==> src/sv/asbc_pkg.sv <==
// Shared types, constants and helper functions of the accumulator stack bytecode core.
// Depends on nothing; the core, its ALU, the checker and the testbench import it.
`timescale 1ns / 1ps
`default_nettype none

package asbc_pkg;

  // Memory geometry.
  localparam int MEM_DEPTH = 4096;
  localparam int ADDR_W    = $clog2(MEM_DEPTH);
  localparam int N_W       = ADDR_W + 1;
  localparam int CFG_W     = 12;
  localparam logic [31:0] DEPTH_LIM  = 32'(MEM_DEPTH);
  localparam logic [31:0] DEPTH_LIM4 = 32'(MEM_DEPTH - 3);

  // Request kinds.
  localparam logic [1:0] REQ_WRITE   = 2'd0;
  localparam logic [1:0] REQ_RESTART = 2'd1;
  localparam logic [1:0] REQ_STEP    = 2'd2;

  // Core status codes.
  localparam logic [1:0] STAT_RUN   = 2'd0;
  localparam logic [1:0] STAT_HALT  = 2'd1;
  localparam logic [1:0] STAT_BADOP = 2'd2;
  localparam logic [1:0] STAT_FAULT = 2'd3;

  // Configuration register indexes.
  localparam logic [1:0] CFG_SBASE  = 2'd0;
  localparam logic [1:0] CFG_RBASE  = 2'd1;
  localparam logic [1:0] CFG_PSTART = 2'd2;

  localparam logic [CFG_W-1:0] SBASE_RST  = 12'd5;
  localparam logic [CFG_W-1:0] RBASE_RST  = 12'd100;
  localparam logic [CFG_W-1:0] PSTART_RST = 12'd256;

  // Opcodes and character classes.
  localparam logic [7:0] OPC_JUMP   = "p";
  localparam logic [7:0] OPC_GETPC  = "P";
  localparam logic [7:0] OPC_SPUSH  = "s";
  localparam logic [7:0] OPC_SPOP   = "S";
  localparam logic [7:0] OPC_DROP   = "D";
  localparam logic [7:0] OPC_ADD    = "+";
  localparam logic [7:0] OPC_SUB    = "-";
  localparam logic [7:0] OPC_AND    = "A";
  localparam logic [7:0] OPC_OR     = "O";
  localparam logic [7:0] OPC_XOR    = "X";
  localparam logic [7:0] OPC_NOT    = "~";
  localparam logic [7:0] OPC_SHL    = "<";
  localparam logic [7:0] OPC_SHR    = ">";
  localparam logic [7:0] OPC_RPUSH  = "r";
  localparam logic [7:0] OPC_RPOP   = "R";
  localparam logic [7:0] OPC_MSTORE = "!";
  localparam logic [7:0] OPC_MLOAD  = "@";
  localparam logic [7:0] OPC_CLR    = "_";
  localparam logic [7:0] OPC_EMIT   = ".";
  localparam logic [7:0] OPC_LOOP   = "[";
  localparam logic [7:0] OPC_ZLOOP  = "Z";
  localparam logic [7:0] OPC_CLOSE  = "]";
  localparam logic [7:0] OPC_BACK   = "C";
  localparam logic [7:0] OPC_SPACE  = " ";
  localparam logic [7:0] OPC_TAB    = 8'h09;
  localparam logic [7:0] OPC_NL     = 8'h0a;
  localparam logic [7:0] OPC_BRK    = "B";
  localparam logic [7:0] OPC_HALT   = "H";
  localparam logic [7:0] CH_D0  = "0";
  localparam logic [7:0] CH_D9  = "9";
  localparam logic [7:0] CH_LA  = "a";
  localparam logic [7:0] CH_LF  = "f";
  localparam logic [7:0] CH_LI  = "i";
  localparam logic [7:0] CH_LN  = "n";
  localparam logic [7:0] CH_UI  = "I";
  localparam logic [7:0] CH_UN  = "N";

  typedef enum logic [2:0] {
    ALU_ADD, ALU_SUB, ALU_AND, ALU_OR, ALU_XOR
  } alu_op_t;

  typedef enum logic [3:0] {
    ST_CLEAR, ST_IDLE, ST_FETCH, ST_DECODE, ST_ADJ, ST_SOP, ST_GRD, ST_GACC,
    ST_LOOPD, ST_SCRD, ST_SCCHK, ST_WBCALC, ST_PUT, ST_DONE
  } state_t;

  typedef struct packed {
    logic [1:0]  req_type;
    logic [11:0] write_addr;
    logic [7:0]  write_byte;
  } req_t;

  typedef struct packed {
    logic [7:0]         out_char;
    logic               char_valid;
    logic [1:0]         run_status;
    logic signed [31:0] accu_now;
    logic signed [31:0] pc_now;
  } res_t;

  function automatic logic [31:0] sext8(input logic [7:0] b);
    return {{24{b[7]}}, b};
  endfunction

  // Shift one hex character into a value; non-hex characters give odd digits.
  function automatic logic [31:0] hex_in(input logic [31:0] v, input logic [7:0] b);
    logic [31:0] d;
    if (b >= 8'd97 && b < 8'd128) d = {24'b0, b} - 32'd87;
    else d = sext8(b) - 32'd48;
    return {16'b0, v[11:0], 4'b0} | d;
  endfunction

  function automatic logic [7:0] nib_char(input logic [3:0] n);
    if (n < 4'd10) return 8'h30 + {4'b0, n};
    else return 8'h57 + {4'b0, n};
  endfunction

  // Nibble k of a 16-bit value, most significant first.
  function automatic logic [3:0] nib_sel(input logic [15:0] v, input logic [1:0] k);
    case (k)
      2'd0:    return v[15:12];
      2'd1:    return v[11:8];
      2'd2:    return v[7:4];
      default: return v[3:0];
    endcase
  endfunction

  // Leading four hex digits of a value printed with at least four digits.
  function automatic logic [31:0] lead4(input logic [31:0] u);
    if (u[31:16] == 16'd0) return u;
    else if (u[31:20] == 12'd0) return u >> 4;
    else if (u[31:24] == 8'd0) return u >> 8;
    else if (u[31:28] == 4'd0) return u >> 12;
    else return u >> 16;
  endfunction

  function automatic logic in_rng(input logic [31:0] a);
    return a < DEPTH_LIM;
  endfunction

  function automatic logic in_rng4(input logic [31:0] a);
    return a < DEPTH_LIM4;
  endfunction

endpackage

`default_nettype wire

==> src/sv/asbc_alu.sv <==
// Shared 32-bit arithmetic and logic unit of the core.
// Depends on asbc_pkg for the operation codes.
`timescale 1ns / 1ps
`default_nettype none

module asbc_alu import asbc_pkg::*; (
  input  alu_op_t     op,
  input  logic [31:0] a,
  input  logic [31:0] b,
  output logic [31:0] y
);

  // One adder and the bitwise operations, selected by the sequencer.
  always_comb begin
    case (op)
      ALU_ADD: y = a + b;
      ALU_SUB: y = a - b;
      ALU_AND: y = a & b;
      ALU_OR:  y = a | b;
      ALU_XOR: y = a ^ b;
      default: y = a + b;
    endcase
  end

endmodule

`default_nettype wire

==> config.mk <==
export PLATFORM = sky130hd
export DESIGN_NAME = asbc_alu
export DESIGN_NICKNAME = d
export VERILOG_FILES = /design/src/sv/asbc_pkg.sv /design/src/sv/asbc_alu.sv
export SDC_FILE = /design/constraint.sdc
export NUM_CORES = 1
export LEC_CHECK = 0
export ABC_AREA = 0
export BUFFER_PORTS_ARGS = -buffer_cell sky130_fd_sc_hd__buf_4
export CAP_MARGIN = 20
export CELL_PAD_IN_SITES_DETAIL_PLACEMENT = 1
export CELL_PAD_IN_SITES_GLOBAL_PLACEMENT = 1
export CORE_AREA = 2 2 119 150
export DETAILED_ROUTE_END_ITERATION = 10
export DIE_AREA = 0 0 121 152
export GPL_TIMING_DRIVEN = 0
export PLACE_DENSITY_LB_ADDON = 0.1
export SETUP_SLACK_MARGIN = 0.15
export SYNTH_ARGS = -nofsm -noshare
export SYNTH_HDL_FRONTEND = slang
export SYNTH_SLANG_ARGS = --single-unit
==> constraint.sdc <==
create_clock -name vclk -period 7.7
set_clock_uncertainty 0.15 [all_clocks]
set_input_delay 2.31 -clock vclk [all_inputs]
set_output_delay 2.31 -clock vclk [all_outputs]
set_load 0.01 [all_outputs]
# After elaboration in Yosys (flattened, before gate mapping)
# Index checks and enable logic that the tools add are counted.
[totals]
output_inout_bits = 32
in_bits = 67
register_bits = 0
wordCells = 10
[op_classes]
n_eq_ne = 4
bitwise_logic = 3
n_addsub = 2
n_mux = 1
[op_table]
columns = ["op", "n"]
rows = [
  ["32-bit case mux with 4 select lines", 1],
  ["32-bit adder", 1],
  ["32-bit AND", 1],
  ["32-bit OR", 1],
  ["32-bit subtractor", 1],
  ["32-bit bitwise XOR", 1],
  ["3-bit by 2-bit == test with 1-bit output (second input constant)", 2],
  ["3-bit by 1-bit == test with 1-bit output (second input constant)", 1],
  ["3-bit == test (second input constant)", 1],
]

# Longest topological paths before layout
[logic_depth]
ltp_word = 2
mapped_depth = 18
depth_no_buf = 18

# Least setup slack after synthesis
# No wires, ideal clock.
[synth_timing]
path_kind = "input -> output"
startpoint = "in op[2]"
endpoint = "out y[19]"
n_path_buf = 2
path_slack_ns = -0.226
required_ns = 5.240
t_arrival_ns = 5.466
stages = 14
cell_sequence = "buf_2 > nor3b_1 > clkbuf_1 > mux2i_1 > ha_1 > nor2b_1 > o21ai_0 > o211ai_1 > a41oi_1 > o21ai_0 > or3b_1 > a21oi_1 > xor2_1 > a21oi_1"
[synth_via]
elab_chain_len = 2
word_cells_on_any_way = 5
cone_classes = "eq/ne: 4; mux: 1"
[synth_rtl]
columns = ["element", "line", "rtl"]
rows = [
  ["start: declaration", "asbc_alu.sv:7", "input alu_op_t op,"],
  ["3-bit == test, or another cell as far along", "asbc_alu.sv:15", "case (op)"],
  ["32-bit case mux with 4 select lines *", "asbc_alu.sv:15", ""],
  ["end: declaration", "asbc_alu.sv:10", "output logic [31:0] y"],
]
# Every way passes the cells marked *; elsewhere a longest branch is shown, timed or not.

# Worst setup path in the final report
[layout_timing]
startpoint = "in b[12]"
endpoint = "out y[29]"
[layout_via]
elab_chain_len = 2
word_cells_on_any_way = 3
cone_classes = "add/sub: 2; mux: 1"
[layout_rtl]
columns = ["element", "line", "rtl"]
rows = [
  ["start: declaration", "asbc_alu.sv:9", "input logic [31:0] b,"],
  ["32-bit adder / 32-bit subtractor (equally long branches)", "asbc_alu.sv:16, asbc_alu.sv:21, asbc_alu.sv:17", ""],
  ["32-bit case mux with 4 select lines *", "asbc_alu.sv:15", ""],
]
# Marked as above.

==> out/metrics.yaml <==
boundaryPins: 99
cellLeakagePower_uw: 0.00321
end_kind: "output port"
grt_overflow: 0
start_kind: "input pin"
p_clk_share_pct: 0
regArea_um2: 0
crit_path_max_fanout: 3
switching_share_pct: 52.0
grt_max_degree: 11
wl_per_cell_um: 18.7
drc_errors: 0
yosysWarnings: 0
ir_drop_uv: 39.0
crit_arrival_ns: 5.70
seq_area_frac_synth_pct: 0
share_comb_of_total_power_pct: 100.0
max_slew_margin_pct: 41.7
hold_buffers: 0
stdcell_count: 1012
fin_crit_sh_pct: 106
rsz0062_at_grt: "true"
finalCriticalPeriod_ns: 8.16
grt_pass1_wl_um: 28800
required_ns: 5.24
hpwl_um: 14200
violations: "negative setup slack"
mostFrequentLayoutCells: "buf_4, ha_1, inv_1"
slew_violations: 0
io_buffers: 98
fin_util_pct: 39.6
area_growth_syn_to_layout_pct: 62.6
setup_viol: 16
initial_core_util_pct: 24.3
antenna_found_initial: 0
netlist_area_um2: 4160
syn_nets: 777
p_per_area_nw_per_um2: 98.3
drv_cap: 0
switchingPower_uw: 346
whs_ns: 4.98
grtUsageTotal_pct: 19.4
final_common_cell: "buf_4"
holdPathStages: 6
syn_area_per_cell_um2: 6.78
fill_cells: 2101
via_per_inst: 4.98
intPower_uw: 319
seqPwrFrac_pct: 0
dpl.cell_count: 935
die_h_um: 152
dr.pass1.iters: 4
place.gp.congestion: 0.897
synth.distinct_cells: 59
max_clock_freq_mhz: 123
drt_iter0_markers: 157
routed_wl_um: 18900
first_global_vias: 5515
clockBufferCount: 0
vias: 5038
multi_input_area_um2: 4540
antenna_cells: 0
tightestPinTransition_ns: 0.874
status: "finished with violations"
hold_violations: 0
seq_cells: 0
row_count: 54
drive_gt1_share_pct: 40.9
core-area_um2: 17100
die_area_um2: 18400
ant_nets: 0
worstHoldPathType: "in -> out"
die_w_um: 121
worstSetupPathType: "in -> out"
setup_ws_ns: -0.460
nets: 954
syn_inst: 613
==> cells by family after synthesis <==
group | share of synthesized area, %
AO/OA/AOI/OAI | 28.7
XOR/XNOR | 12.8
adder cells (fa/ha/maj) | 29.4
buffers and inverters | 9.27
multiplexers | 1.93
AND/OR/NAND/NOR | 17.9
==> worst max-delay path, stage by stage <==
cell and delay (ns):
buf_6 0.09, or3_4 0.40, nor3_4 0.16, and3_4 0.23
nand2_4 0.07, nor3_4 0.25, a31oi_2 0.14, xnor2_1 0.15
ha_1 0.32, a21o_1 0.22, buf_6 0.11, a21o_1 0.15
a21oi_2 0.16, o21ai_1 0.08, a211o_1 0.26, a21oi_2 0.15
xor2_1 0.20, o21ai_2 0.07, buf_4 0.17
==> final cells by class <==
cell class	count	area share (%)
repair buffers	175	21.3
well taps	224	4.14
plain buffers	25	2.83
inverters	76	4.59
multi-input cells	512	67.2
==> per-stage QoR <==
stage	cell area (um2)	TNS (ns)	power, uW	setup slack [ns]
2_1_floorplan	4270	0	304	0.0552
3_3_place_gp	5290	-18.41	491	-1.10
3_5_place_dp	5290	-19.85	499	-1.18
4_1_cts	6170	-4.89	591	-0.524
5_1_grt	6760	-7.59	722	-0.652
6_report	6760	-4.64	665	-0.460
==> Yosys cell counts, types with 2 or more instances <==
| master | number | area, um2 |
|---|---|---|
| xor2_1 | 14 | 123 |
| and3_4 | 2 | 22.5 |
| or4_1 | 3 | 22.5 |
| nor3_2 | 2 | 20.0 |
| ha_1 | 96 | 1200 |
| buf_2 | 5 | 25.0 |
| nor3_1 | 3 | 15.0 |
| and2_1 | 4 | 25.0 |
| a41oi_1 | 4 | 35.0 |
| nor2b_1 | 3 | 18.8 |
| mux2i_1 | 8 | 80.1 |
| a21oi_1 | 77 | 385 |
| a211oi_1 | 15 | 113 |
| nand2_1 | 43 | 161 |
| inv_1 | 76 | 285 |
| o21ai_0 | 39 | 195 |
| o21bai_1 | 3 | 22.5 |
| o221ai_1 | 3 | 26.3 |
| nor3b_1 | 2 | 15.0 |
| or2_2 | 2 | 12.5 |
| nand4_1 | 6 | 37.5 |
| o22ai_1 | 12 | 75.1 |
| a221oi_1 | 2 | 17.5 |
| o21ai_1 | 6 | 30.0 |
| a31oi_1 | 9 | 56.3 |
| clkbuf_1 | 19 | 71.3 |
| nand3_1 | 6 | 30.0 |
| a21o_1 | 15 | 113 |
| and3_1 | 2 | 12.5 |
| or3_1 | 2 | 12.5 |
| xnor2_1 | 45 | 394 |
| nor2_1 | 54 | 203 |
| nand2b_1 | 5 | 31.3 |
==> layer usage <==
| layer | global-route usage, % | part of all wire [%] | wire length (um) |
|---|---|---|---|
| met1 | 23.9 | 42 | 7980 |
| met2 | 37.9 | 55 | 10300 |
| met3 | 0.601 | 2.5 | 476 |
| met4 | 1.77 | 0.73 | 138 |
| met5 | 0 | 0 | 0 |
==> final timing paths <==
kind	startpoint	endpoint	slack [ns]
worst max-delay path	b[12]	y[29]	-0.46
worst min-delay path	a[28]	y[28]	4.98
==> power groups by stage <==
stage	combinational [uW]	sequential, uW	clock (uW)
detailed placement	499	0	0
floorplan	304	0	0
global route	722	0	0
finish	665	0	0
global placement	491	0	0
CTS	591	0	0
==> timing repair <==
action	CTS	global route
setup buffers	52	25
gates resized for setup	118	83
pin swaps	66	53
setup endpoints to repair	29	24
No activity file was read; power rests on OpenSTA's default activity.
